<file path="src/design/prfl_pkg.sv">
`default_nettype none

package prfl_pkg;

  localparam int TIME_W     = 32;
  localparam int FAULT_W    = 16;
  localparam int OUT_PAGE_W = 16;
  localparam int OUT_IDX_W  = 4;
  localparam int CFG_IDX_W  = 2;
  localparam int CFG_DATA_W = 5;

  localparam logic [CFG_IDX_W-1:0]  REG_POLICY = 2'd0;
  localparam logic [CFG_IDX_W-1:0]  REG_FRAMES = 2'd1;
  localparam logic [CFG_DATA_W-1:0] FRAMES_RESET = 5'd16;

  localparam logic POLICY_FIFO = 1'b0;
  localparam logic POLICY_LRU  = 1'b1;

  typedef enum logic [1:0] {
    OUT_HIT   = 2'd0,
    OUT_LOAD  = 2'd1,
    OUT_FAULT = 2'd2
  } outcome_t;

  typedef struct packed {
    logic load;
    logic reduce;
    logic set_valid;
    logic wr_page;
    logic wr_stamp;
  } cell_ctl_t;

endpackage

`default_nettype wire

</file>
<file path="src/design/prfl_cell.sv">
`default_nettype none

module prfl_cell #(
  parameter int PAGE_W = 16,
  parameter int IDX_W  = 4
) (
  input  wire                           clk,
  input  wire                           rst_n,
  input  wire  prfl_pkg::cell_ctl_t     ctl,
  input  wire                           sel,
  input  wire                           in_range,
  input  wire  [IDX_W-1:0]              my_idx,
  input  wire  [PAGE_W-1:0]             lookup_page,
  input  wire  [prfl_pkg::TIME_W-1:0]   stamp_data,
  input  wire                           r_ok,
  input  wire  [prfl_pkg::TIME_W-1:0]   r_val,
  input  wire  [IDX_W-1:0]              r_idx,
  output logic                          valid,
  output logic [PAGE_W-1:0]             page,
  output logic                          match,
  output logic                          cand_ok,
  output logic [prfl_pkg::TIME_W-1:0]   cand_val,
  output logic [IDX_W-1:0]              cand_idx
);

  logic                          valid_r;
  logic [PAGE_W-1:0]             page_r;
  logic [prfl_pkg::TIME_W-1:0]   stamp_r;
  logic                          cand_ok_r;
  logic [prfl_pkg::TIME_W-1:0]   cand_val_r;
  logic [IDX_W-1:0]              cand_idx_r;
  logic                          take;

  // right side covers higher indexes, so a tie keeps our own candidate
  assign take = r_ok && (!cand_ok_r || (r_val < cand_val_r));

  always_ff @(posedge clk) begin
    if (!rst_n) begin
      valid_r   <= 1'b0;
      cand_ok_r <= 1'b0;
    end else begin
      if (ctl.set_valid && sel) begin
        valid_r <= 1'b1;
      end
      if (ctl.load) begin
        cand_ok_r <= in_range;
      end else if (ctl.reduce && take) begin
        cand_ok_r <= 1'b1;
      end
    end
  end

  always_ff @(posedge clk) begin
    if (ctl.wr_page && sel) begin
      page_r <= lookup_page;
    end
    if (ctl.wr_stamp && sel) begin
      stamp_r <= stamp_data;
    end
    if (ctl.load) begin
      cand_val_r <= stamp_r;
      cand_idx_r <= my_idx;
    end else if (ctl.reduce && take) begin
      cand_val_r <= r_val;
      cand_idx_r <= r_idx;
    end
  end

  assign valid    = valid_r;
  assign page     = page_r;
  assign match    = valid_r && in_range && (page_r == lookup_page);
  assign cand_ok  = cand_ok_r;
  assign cand_val = cand_val_r;
  assign cand_idx = cand_idx_r;

endmodule

`default_nettype wire

</file>
<file path="src/design/page_replacement_fifo_lru.sv">
// Page replacement unit, FIFO or LRU. Each input word is one page reference; each produces
// exactly one result word (hit, load into a free frame, or replacement fault with the evicted
// page and the saturating fault total). Frames live in a row of cells that compare against
// the reference in parallel. A hit, load or FIFO replacement is accepted, then looked up and
// committed. An LRU replacement goes on after the lookup: the cells reduce their last-use
// times pairwise at doubling distances, one level per cycle, and the victim is committed from
// cell 0. One reference is in flight at a time; the next is taken while the previous result
// still waits on out_stall. Configuration (policy_mode, frame_count) is to be written through
// cfg_* only while no reference is in flight; the user must keep to this, the block has no check.
`default_nettype none

module page_replacement_fifo_lru #(
  parameter int FRAMES  = 16,
  parameter int PAGE_W  = 16
) (
  input  wire                                clk,
  input  wire                                rst_n,
  input  wire                                in_valid,
  output logic                               in_stall,
  input  wire  [15:0]                        in_page_number,
  output logic                               out_valid,
  input  wire                                out_stall,
  output logic [1:0]                         out_outcome,
  output logic [prfl_pkg::OUT_IDX_W-1:0]     out_frame_index,
  output logic [prfl_pkg::OUT_PAGE_W-1:0]    out_evicted_page,
  output logic [prfl_pkg::FAULT_W-1:0]       out_fault_total,
  input  wire                                cfg_valid,
  output logic                               cfg_ready,
  input  wire  [prfl_pkg::CFG_IDX_W-1:0]     cfg_index,
  input  wire  [prfl_pkg::CFG_DATA_W-1:0]    cfg_data
);

  localparam int IDX_W  = (FRAMES > 1) ? $clog2(FRAMES) : 1;
  localparam int CNT_W  = $clog2(FRAMES + 1);
  localparam int CW     = (CNT_W >= 5) ? CNT_W + 1 : 6;
  localparam int STEPS  = $clog2(FRAMES);
  localparam int SL     = (STEPS > 0) ? STEPS : 1;
  localparam int STEP_W = (STEPS > 1) ? $clog2(STEPS) : 1;
  localparam int TW     = prfl_pkg::TIME_W;

  typedef enum logic [3:0] {
    S_IDLE = 4'b0001,
    S_LOOK = 4'b0010,
    S_MIN  = 4'b0100,
    S_PICK = 4'b1000
  } state_t;

  state_t                              state_r, state_nxt;
  logic [STEP_W-1:0]                   step_r, step_nxt;
  logic                                policy_r;
  logic [prfl_pkg::CFG_DATA_W-1:0]     fcount_r;
  logic [PAGE_W-1:0]                   page_r;
  logic [TW-1:0]                       clock_r;
  logic [IDX_W-1:0]                    fill_r, oldest_r;
  logic [prfl_pkg::FAULT_W-1:0]        fault_r, fault_nxt;

  logic                                out_valid_r;
  prfl_pkg::outcome_t                  outcome_r;
  logic [prfl_pkg::OUT_IDX_W-1:0]      fidx_r;
  logic [prfl_pkg::OUT_PAGE_W-1:0]     evict_r;
  logic [prfl_pkg::FAULT_W-1:0]        ftot_r;

  logic [FRAMES-1:0]                   valid_w, match_w, cand_ok_w, sel_w, range_w;
  logic [PAGE_W-1:0]                   page_w   [FRAMES];
  logic [TW-1:0]                       cand_val_w [FRAMES];
  logic [IDX_W-1:0]                    cand_idx_w [FRAMES];

  prfl_pkg::cell_ctl_t                 ctl;
  logic [CW-1:0]                       fc_ext, n_use, start, fp_ext, op_ext, idx_plus, idx_ext;
  logic                                hit_any, hi_any, lo_any;
  logic [IDX_W-1:0]                    hit_idx, hi_idx, lo_idx, free_idx, fifo_idx;
  logic                                out_free, commit_look, commit_pick, commit, need_min;
  logic [IDX_W-1:0]                    cmt_idx, nxt_ptr;
  prfl_pkg::outcome_t                  cmt_out;
  logic [PAGE_W-1:0]                   ev_page;
  logic [31:0]                         ev_wide;

  assign in_stall  = (state_r != S_IDLE);
  assign cfg_ready = 1'b1;
  assign out_free  = !out_valid_r || !out_stall;

  // frames in use: zero acts as one, clamped at the built count
  always_comb begin
    fc_ext = CW'(fcount_r);
    if (fc_ext == '0) begin
      n_use = CW'(1);
    end else if (fc_ext > CW'(FRAMES)) begin
      n_use = CW'(FRAMES);
    end else begin
      n_use = fc_ext;
    end
    fp_ext   = CW'(fill_r);
    op_ext   = CW'(oldest_r);
    start    = (fp_ext < n_use) ? fp_ext : '0;
    fifo_idx = (op_ext < n_use) ? oldest_r : '0;
  end

  always_comb begin
    hit_any = 1'b0;
    hit_idx = '0;
    hi_any  = 1'b0;
    hi_idx  = '0;
    lo_any  = 1'b0;
    lo_idx  = '0;
    for (int k = FRAMES - 1; k >= 0; k--) begin
      if (match_w[k]) begin
        hit_any = 1'b1;
        hit_idx = IDX_W'(k);
      end
      if (!valid_w[k] && range_w[k]) begin
        lo_any = 1'b1;
        lo_idx = IDX_W'(k);
        if (CW'(k) >= start) begin
          hi_any = 1'b1;
          hi_idx = IDX_W'(k);
        end
      end
    end
    free_idx = hi_any ? hi_idx : lo_idx;
  end

  assign need_min    = !hit_any && !lo_any && (policy_r == prfl_pkg::POLICY_LRU);
  assign commit_look = (state_r == S_LOOK) && !need_min && out_free;
  assign commit_pick = (state_r == S_PICK) && out_free;
  assign commit      = commit_look || commit_pick;

  always_comb begin
    if (state_r == S_PICK) begin
      cmt_idx = cand_idx_w[0];
      cmt_out = prfl_pkg::OUT_FAULT;
    end else if (hit_any) begin
      cmt_idx = hit_idx;
      cmt_out = prfl_pkg::OUT_HIT;
    end else if (lo_any) begin
      cmt_idx = free_idx;
      cmt_out = prfl_pkg::OUT_LOAD;
    end else begin
      cmt_idx = fifo_idx;
      cmt_out = prfl_pkg::OUT_FAULT;
    end
    idx_ext  = CW'(cmt_idx);
    idx_plus = idx_ext + CW'(1);
    nxt_ptr  = (idx_plus >= n_use) ? '0 : IDX_W'(idx_plus);
    ev_page  = '0;
    for (int k = 0; k < FRAMES; k++) begin
      if (sel_w[k]) begin
        ev_page = page_w[k];
      end
    end
    ev_wide   = 32'(ev_page);
    fault_nxt = (fault_r != '1) ? fault_r + 1'b1 : fault_r;
  end

  always_comb begin
    ctl.load      = (state_r == S_LOOK);
    ctl.reduce    = (state_r == S_MIN);
    ctl.set_valid = commit && (cmt_out == prfl_pkg::OUT_LOAD);
    ctl.wr_page   = commit && (cmt_out != prfl_pkg::OUT_HIT);
    ctl.wr_stamp  = commit;
  end

  always_comb begin
    state_nxt = state_r;
    step_nxt  = step_r;
    case (state_r)
      S_IDLE: begin
        if (in_valid) begin
          state_nxt = S_LOOK;
        end
      end
      S_LOOK: begin
        if (commit_look) begin
          state_nxt = S_IDLE;
        end else if (need_min) begin
          state_nxt = (STEPS > 0) ? S_MIN : S_PICK;
          step_nxt  = '0;
        end
      end
      S_MIN: begin
        if (step_r == STEP_W'(STEPS - 1)) begin
          state_nxt = S_PICK;
        end else begin
          step_nxt = step_r + 1'b1;
        end
      end
      S_PICK: begin
        if (commit_pick) begin
          state_nxt = S_IDLE;
        end
      end
      default: begin
        state_nxt = S_IDLE;
      end
    endcase
  end

  always_ff @(posedge clk) begin
    if (!rst_n) begin
      state_r     <= S_IDLE;
      step_r      <= '0;
      policy_r    <= prfl_pkg::POLICY_FIFO;
      fcount_r    <= prfl_pkg::FRAMES_RESET;
      clock_r     <= '0;
      fill_r      <= '0;
      oldest_r    <= '0;
      fault_r     <= '0;
      out_valid_r <= 1'b0;
    end else begin
      state_r <= state_nxt;
      step_r  <= step_nxt;
      if (cfg_valid && cfg_ready) begin
        case (cfg_index)
          prfl_pkg::REG_POLICY: policy_r <= cfg_data[0];
          prfl_pkg::REG_FRAMES: fcount_r <= cfg_data;
          default: ;
        endcase
      end
      if (commit) begin
        out_valid_r <= 1'b1;
        if (clock_r != '1) begin
          clock_r <= clock_r + 1'b1;
        end
        if (cmt_out == prfl_pkg::OUT_FAULT) begin
          fault_r <= fault_nxt;
        end
        if (cmt_out == prfl_pkg::OUT_LOAD) begin
          fill_r <= nxt_ptr;
        end
        if (commit_look && (cmt_out == prfl_pkg::OUT_FAULT)) begin
          oldest_r <= nxt_ptr;
        end
      end else if (out_valid_r && !out_stall) begin
        out_valid_r <= 1'b0;
      end
    end
  end

  always_ff @(posedge clk) begin
    if ((state_r == S_IDLE) && in_valid) begin
      page_r <= PAGE_W'(in_page_number);
    end
    if (commit) begin
      outcome_r <= cmt_out;
      fidx_r    <= idx_ext[prfl_pkg::OUT_IDX_W-1:0];
      evict_r   <= (cmt_out == prfl_pkg::OUT_FAULT) ? ev_wide[prfl_pkg::OUT_PAGE_W-1:0] : '0;
      ftot_r    <= (cmt_out == prfl_pkg::OUT_FAULT) ? fault_nxt : fault_r;
    end
  end

  assign out_valid        = out_valid_r;
  assign out_outcome      = outcome_r;
  assign out_frame_index  = fidx_r;
  assign out_evicted_page = evict_r;
  assign out_fault_total  = ftot_r;

  for (genvar k = 0; k < FRAMES; k++) begin : g_cell
    logic [SL-1:0]    opt_ok;
    logic [TW-1:0]    opt_val [SL];
    logic [IDX_W-1:0] opt_idx [SL];
    logic             r_ok;
    logic [TW-1:0]    r_val;
    logic [IDX_W-1:0] r_idx;

    // partner at distance 2^step
    for (genvar j = 0; j < SL; j++) begin : g_opt
      if ((STEPS > 0) && (k + (1 << j) < FRAMES)) begin : g_has
        assign opt_ok[j]  = cand_ok_w[k + (1 << j)];
        assign opt_val[j] = cand_val_w[k + (1 << j)];
        assign opt_idx[j] = cand_idx_w[k + (1 << j)];
      end else begin : g_none
        assign opt_ok[j]  = 1'b0;
        assign opt_val[j] = '0;
        assign opt_idx[j] = '0;
      end
    end

    always_comb begin
      r_ok  = 1'b0;
      r_val = '0;
      r_idx = '0;
      for (int j = 0; j < SL; j++) begin
        if (step_r == STEP_W'(j)) begin
          r_ok  = opt_ok[j];
          r_val = opt_val[j];
          r_idx = opt_idx[j];
        end
      end
    end

    assign range_w[k] = (CW'(k) < n_use);
    assign sel_w[k]   = (cmt_idx == IDX_W'(k));

    prfl_cell #(
      .PAGE_W (PAGE_W),
      .IDX_W  (IDX_W)
    ) u_cell (
      .clk         (clk),
      .rst_n       (rst_n),
      .ctl         (ctl),
      .sel         (sel_w[k]),
      .in_range    (range_w[k]),
      .my_idx      (IDX_W'(k)),
      .lookup_page (page_r),
      .stamp_data  (clock_r),
      .r_ok        (r_ok),
      .r_val       (r_val),
      .r_idx       (r_idx),
      .valid       (valid_w[k]),
      .page        (page_w[k]),
      .match       (match_w[k]),
      .cand_ok     (cand_ok_w[k]),
      .cand_val    (cand_val_w[k]),
      .cand_idx    (cand_idx_w[k])
    );
  end

endmodule

`default_nettype wire
</file>
<file path="config.mk">
export PLATFORM = sky130hd
export DESIGN_NAME = page_replacement_fifo_lru
export DESIGN_NICKNAME = d
export VERILOG_FILES = /design/src/design/prfl_pkg.sv /design/src/design/prfl_cell.sv /design/src/design/page_replacement_fifo_lru.sv
export SDC_FILE = /design/constraint.sdc
export NUM_CORES = 2
export LEC_CHECK = 0
export BUFFER_PORTS_ARGS = -buffer_cell sky130_fd_sc_hd__clkbuf_2
export CORE_UTILIZATION = 45
export CTS_CLUSTER_SIZE = 14
export DETAILED_ROUTE_END_ITERATION = 7
export GPL_TIMING_DRIVEN = 0
export REMOVE_ABC_BUFFERS = 1
export SYNTH_ARGS = -nofsm -noshare
export SYNTH_HDL_FRONTEND = slang
export SYNTH_SLANG_ARGS = --single-unit
</file>
<file path="constraint.sdc">
create_clock -name clk -period 7.8 [get_ports clk]
set_input_delay 0.39 -clock clk [delete_from_list [all_inputs] [get_ports clk]]
set_output_delay 0.39 -clock clk [all_outputs]
set_load 0.01 [all_outputs]
</file>
* Word-level counts from Yosys, hierarchy flattened
Cells that the tools add are included.
Widths: inputs -> output; s select.
** Storage, ports and cells
- Bits in registers :: 1495
- Latch bits :: 0
- Memory bits (writable) :: 0
- Memory bits (read-only) :: 0
- Output and inout bits :: 41
- Word-level logic and storage cells :: 843
- Memories kept :: 0
** Cells by class
- $add $sub $neg :: 4
- Multiply operators :: 0
- Divide/modulo/power cells :: 0
- $lt $le $gt $ge :: 51
- Eq/ne operators :: 51
- Shifts and indexed selects :: 0
- Mux-type cells :: 410
- Bitwise gates (word level) :: 0
- Reductions and logical operators :: 218
** Operators by type and width (count)
- $mux 32 :: 90
- $mux 4 :: 136
- $lt 32x32->1 :: 15
- $mux 16 :: 18
- $eq 16x16->1 :: 16
- $mux 1 :: 156
- $logic_and 1x1->1 :: 136
- $lt 4x6->1 const A :: 8
- $eq 4x4->1 const B :: 9
- $logic_not 1->1 :: 36
- $reduce_bool 2->1 :: 18
- $add 32x1->32 const B :: 1
- $ge 4x4->1 const A :: 8
- $ne 32x32->1 const B :: 1
- $lt 3x6->1 const A :: 4
- $eq 4x3->1 const B :: 5
- $logic_or 1x1->1 :: 17
- $add 16x1->16 const B :: 1
- $ge 3x4->1 const A :: 4
- $ne 16x16->1 const B :: 1
- $pmux 4 s4 :: 1
- $eq 4x2->1 const B :: 3
- $lt 1x6->1 const A :: 2
- $lt 2x6->1 const A :: 2
- 23 further kinds :: 46

* Logic depth before layout (Yosys ltp)
- Depth after elaboration :: 59
- Mapped depth :: 28

* By module
From an unflattened synthesis, not the netlist that was laid out.
** Unflattened totals
- Cell total of the unflattened synthesis :: 8024
- Area total of the unflattened synthesis :: 86221.4 um2
** By module, submodules not included
- prfl_cell at g_cell[15].u_cell ... :: times used 10, cells each 268, area each 4012.6 um2, sequential area each 2562.5 um2
- prfl_cell at g_cell[0].u_cell ... :: times used 6, cells each 270, area each 3992.6 um2, sequential area each 2562.5 um2
- page_replacement_fifo_lru :: times used 1, cells each 3724, area each 22140.0 um2, sequential area each 3002.9 um2

* Worst setup path before layout
Ideal clock, no wire load.
- Path kind :: reg2reg
- Start :: register fcount_r[3] (netlist name)
- End :: register g_cell[13].u_cell.stamp_r[0] (netlist name) (enable)
- Setup time :: 0.421 ns
- Arrival time :: 5.900 ns
- Path slack :: 1.478 ns
- Stages on the path, launching flop included :: 20
- Period minus slack after synthesis :: 6.322 ns
- Cells stage by stage :: dfxtp_1 -> clkbuf_1 -> nand2_1 -> ha_1 -> a21oi_1 -> or2_2 -> clkbuf_1 -> o21ai_1 -> o21a_1 -> nor4_2 -> nand3_1 -> o211a_1 -> a22oi_1 -> ha_1 -> clkbuf_1 -> clkbuf_1 -> clkbuf_1 -> clkbuf_1 -> nand2_1 -> nor2_1
** Between the ends
- Longest elaborated chain between the ends :: 44
** RTL lines
- start: declaration :: RTL line page_replacement_fifo_lru.sv:51 : logic [prfl_pkg::CFG_DATA_W-1:0] fcount_r;
- start signal: assignment :: RTL line page_replacement_fifo_lru.sv:202 : fcount_r <= prfl_pkg::FRAMES_RESET;
- start signal: assignment :: RTL line page_replacement_fifo_lru.sv:214 : prfl_pkg::REG_FRAMES: fcount_r <= cfg_data;
- $gt 5x5->1 :: RTL line page_replacement_fifo_lru.sv:87 : end else if (fc_ext > CW'(FRAMES)) begin
- $mux 5 :: RTL line page_replacement_fifo_lru.sv:87
- $mux 6 (*) :: RTL line page_replacement_fifo_lru.sv:85 : if (fc_ext == '0) begin
- $lt 4x6->1 :: RTL line page_replacement_fifo_lru.sv:94 : start = (fp_ext < n_use) ? fp_ext : '0;
- $mux 4 :: RTL line page_replacement_fifo_lru.sv:94
- $ge 4x4->1 :: RTL line page_replacement_fifo_lru.sv:113 : if (CW'(k) >= start) begin
- $mux 4 / $mux 1 (equally long branches) :: RTL line page_replacement_fifo_lru.sv:113
- $mux 4 / $mux 1 (equally long branches) :: RTL line page_replacement_fifo_lru.sv:110 : if (!valid_w[k] && range_w[k]) begin
- (+29 left out)
- $mux 4 / $mux 1 (equally long branches) :: RTL line page_replacement_fifo_lru.sv:110
- $mux 4 :: RTL line page_replacement_fifo_lru.sv:119 : free_idx = hi_any ? hi_idx : lo_idx;
- $mux 4 :: RTL line page_replacement_fifo_lru.sv:134 : end else if (lo_any) begin
- $mux 4 (*) :: RTL line page_replacement_fifo_lru.sv:131 : end else if (hit_any) begin
- $mux 4 (*) :: RTL line page_replacement_fifo_lru.sv:128 : if (state_r == S_PICK) begin
- named net cmt_idx[0] :: RTL line page_replacement_fifo_lru.sv:73 : logic [IDX_W-1:0] cmt_idx, nxt_ptr;
- $eq 4x4->1 (*) :: RTL line page_replacement_fifo_lru.sv:291 : assign sel_w[k] = (cmt_idx == IDX_W'(k));
- $logic_and 1x1->1 (*) :: RTL line prfl_cell.sv:57 : if (ctl.wr_stamp && sel) begin
- end signal: assignment :: RTL line prfl_cell.sv:58 : stamp_r <= stamp_data;
- end: declaration :: RTL line prfl_cell.sv:28 : logic [prfl_pkg::TIME_W-1:0] stamp_r;
Mark *: on every way through the listed nets, which the timed path passes. The rest lies on a longest branch.
A chain may end at the register's enable or synchronous reset.

* Worst setup path after layout
- Start :: register step_r[0]
- End :: register g_cell[0].u_cell.cand_val_r, in the netlist g_cell[0].u_cell.cand_val[25] (enable)
** Between the ends
- Longest elaborated chain between the ends :: 10
** RTL lines
- start: declaration :: RTL line page_replacement_fifo_lru.sv:49 : logic [STEP_W-1:0] step_r, step_nxt;
- start signal: assignment :: RTL line page_replacement_fifo_lru.sv:210 : step_r <= step_nxt;
- $logic_not 2->1
- $mux 32 (4 in series) :: RTL line page_replacement_fifo_lru.sv:282 : if (step_r == STEP_W'(j)) begin
- $lt 32x32->1 :: RTL line prfl_cell.sv:35 : assign take = r_ok && (!cand_ok_r || (r_val < cand_val_r));
- $logic_or 1x1->1 :: RTL line prfl_cell.sv:35
- $logic_and 1x1->1 (*) :: RTL line prfl_cell.sv:35
- $logic_and 1x1->1 (*) :: RTL line prfl_cell.sv:63 : end else if (ctl.reduce && take) begin
- $reduce_bool 2->1 (no source line) (*)
- end signal: assignment :: RTL line prfl_cell.sv:61 : cand_val_r <= stamp_r;
- end signal: assignment :: RTL line prfl_cell.sv:64 : cand_val_r <= r_val;
- end: declaration :: RTL line prfl_cell.sv:30 : logic [prfl_pkg::TIME_W-1:0] cand_val_r;
Every way passes the cells marked *; elsewhere a longest branch is shown, timed or not.

==> impl_metrics.toml <==
[setup_path]
worstPathMaxFanout = 106
worstSetupPathType = "reg2reg"
required_ps = 8220
crit_arrival_ps = 8200
crit_path_start_kind = "flip-flop"
worstSetupEndpointType = "flip-flop"

[synth]
syn_area_um2 = 84400
ys_ff_latch = 1491
synth_top_cell_by_area = "edfxtp_1"
yosys_warnings = 0
syn_area_per_cell_um2 = 10.6
ys_types = 94
synth_ff_type = "edfxtp_1"
synthArstFlopShare = 0
synth_top_area_share = 0.475
netlist_instances = 7967
seq_area_frac_synth = 0.512
ys_top_cells_by_area = "edfxtp_1 (47%), ha_1 (7.2%), mux2_2 (4.1%)"
synth-edff-count = 1334

[floorplan]
io_pins = 69
core-area_um2 = 186000
die_area_um2 = 189000
die_h_um = 435
rows = 158
initial_core_util = 0.454
die_x_um = 435

[global_routing]
grt_pass1_vias = 62500
grt_max_degree = 111
antenna_found_initial = 9
overflow = 0
grt_pass1_wl_mm = 441
grt_use_total = 0.314

[sta]
hold_viol = 0
finalSetupTns_ps = 0
post-route-period-util = 0.998
fin_skew_ps = 43.4
slew_viol_final = 0
worst_slew_pin_slew_ps = 1390
setup_viol = 0
rsz0062_at_grt = "false"
timing.final.crit_period_ps = 7780
fmax_ghz = 0.128
holdWs_ps = 160
relSlewSlack = 0.0707

[placed_design]
place_congestion = 0.953
port_buffers = 67
dpl.cell_count = 10100
hpwl_mm = 212

[layout]
nets = 8385
drive_gt1_frac = 0.116
nFillCells = 16500
final_core_util = 0.515
seqCellArea_um2 = 43200
multi_input_area_um2 = 37700
syn_to_final_growth_pct = 13.4
final_cells = 10500

[clock_tree]
cts.sinks = 1491
cts_max_path_buffers = 3
clk_pin_slew_ps = 60
cts_tree = "built"
clk-insertion-delay-late_ps = 840
cts_max_level = 4
cts_root_buf = "clkbuf_16"
cts_inserted_buffers = 171

[status]
status = "completed"

[power_and_ir_drop]
irDropWorstVdd_uv = 249
power_leakage_nw = 36.2
power_mw = 18.3
powerDensity_nw_per_um2 = 192

[route]
wl_mm = 306
drc = 0
vias_per_cell = 6.40
antenna_left = 0
via_count = 67200
dr.pass1.iters = 8
wl_per_cell_um = 29.2
drtIter0Drc = 9696

[flow_run]
cap_violations = 0

[hold_path]
hold_path.class = "in2reg"
synthesized netlist by cell type, types with 18 or more instances:
library cell and instances:
a2111oi_0 18, a211oi_1 25, a21boi_0 29, a21o_1 165, a21oi_1 446, a221o_1 116, a221oi_1 242, a22oi_1 40
a31oi_1 25, and2_1 78, and3_1 67, buf_1 44, buf_2 46, clkbuf_1 444, dfxtp_1 157, edfxtp_1 1334
ha_1 487, inv_1 518, mux2_2 308, mux2i_1 35, nand2_1 759, nand2b_1 46, nand3_1 62, nand4_1 135
nor2_1 732, nor2b_1 85, nor3_1 68, nor4_1 44, o2111ai_1 21, o211ai_1 40, o21a_1 45, o21ai_0 384
o31ai_1 369, or3_1 29, xnor2_1 168, xor2_1 132
flip-flops by register name, indices dropped and copies added, names as in the netlist, 2 cells and up:
| register | count |
|---|---|
| clock_r | 32 |
| page_r | 16 |
| g_cell.u_cell.page | 256 |
| fault_r | 16 |
| fill_r | 4 |
| g_cell.u_cell.valid | 16 |
| g_cell.u_cell.cand_idx | 56 |
| g_cell.u_cell.cand_val | 512 |
| out_frame_index | 4 |
| out_outcome | 2 |
| g_cell.u_cell.cand_ok | 16 |
| g_cell.u_cell.stamp_r | 512 |
| state_r | 4 |
| fcount_r | 5 |
| out_fault_total | 16 |
| step_r | 2 |
| oldest_r | 4 |
| out_evicted_page | 16 |
routing by layer:
metal	track usage	up-vias	share of wire
li1	-	29500	-
met1	0.426	33100	0.40
met2	0.483	3911	0.45
met3	0.0591	738	0.099
met4	0.150	4	0.054
met5	0	-	0.000072
cell families (layout without fill, tap and decap cells):
group,after synthesis,in the layout,synth area share
mux,348,348,0.0466
compound gates,2106,2106,0.173
flops,1491,1491,0.512
xor+xnor,301,301,0.0313
simple gates,2170,2175,0.116
buf+inv,1063,1106,0.0485
fa+ha+maj,487,487,0.0722
other cells,1,4,0.0000445
worst paths after layout:
kind                                               startpoint                        endpoint  slack [ps]  cells after the start
worst max-delay path                                step_r[0]   g_cell[0].u_cell.cand_val[25]          20                     18
worst min-delay path                                cfg_valid                     fcount_r[4]         160                      4
worst max register to register                      step_r[0]   g_cell[0].u_cell.cand_val[25]          20                     18
worst min register to register  g_cell[15].u_cell.stamp_r[23]  g_cell[15].u_cell.cand_val[23]         410                      0
cell usage in the layout, fill, tap and decap left out, types with 66 or more instances in the layout:
cell,netlist,layout
dfxtp_1,157,156
ha_1,487,479
buf_16,0,76
clkbuf_2,0,66
o31ai_1,369,368
xor2_1,132,132
a21o_1,165,165
and2_1,78,78
nor2b_1,85,84
a221oi_1,242,241
nor2_1,732,704
o21ai_0,384,382
nand4_1,135,135
a221o_1,116,116
inv_1,518,514
a21oi_1,446,444
nor3_1,68,68
nand2_1,759,753
mux2_2,308,308
edfxtp_1,1334,1334
and3_1,67,67
xnor2_1,168,168
clkbuf_16,0,172
layout make-up:
| cell class | instances | share of cell area |
|---|---|---|
| antenna | 3 | 0.0000785 |
| clock buffer | 236 | 0.0490 |
| clock inverter | 82 | 0.00876 |
| inverter | 522 | 0.0207 |
| multi-input combinational | 5418 | 0.394 |
| sequential | 1491 | 0.452 |
| tap | 2480 | 0.0324 |
| timing repair buffer | 265 | 0.0437 |
| timing repair inverter | 1 | 0.0000523 |
timing repair:
item	in CTS	in global routing
setup endpoints to repair	558	324
endpoints found under the hold margin	25	0
cloned	4	2
hold buffers	24	0
gates resized for setup	21	9
setup buffers	6	9
pin swaps	6	0
power by group:
part	switching, mW	leakage, nW	total, mW	internal [mW]
Combinational	0.723	19.5	1.22	0.500
Sequential	0.192	14.0	8.98	8.79
Clock	3.52	2.70	8.14	4.62
critical path, cell delays in order, from the launching register on:
cell and delay (ps):
dfxtp_1 510, inv_1 220, ha_4 350, buf_16 280, buf_16 260, inv_8 360, buf_16 440, buf_16 400
nor2_1 110, o31ai_1 500, ha_1 350, a21o_1 160, a21o_1 170, a21oi_1 360, o21ai_0 140, a21boi_0 470
o21ai_0 210, a21oi_2 740, or2_2 940
metrics by stage:
step           setup slack [ps]  instance area [um2]
6_report                   16.0                95700
5_1_grt                    6.50                95700
4_1_cts                   0.271                95400
3_5_place_dp              -1390                89400
3_3_place_gp            -125160                85700
2_1_floorplan            -42750                82200
Power figures use the tool's default switching activity.
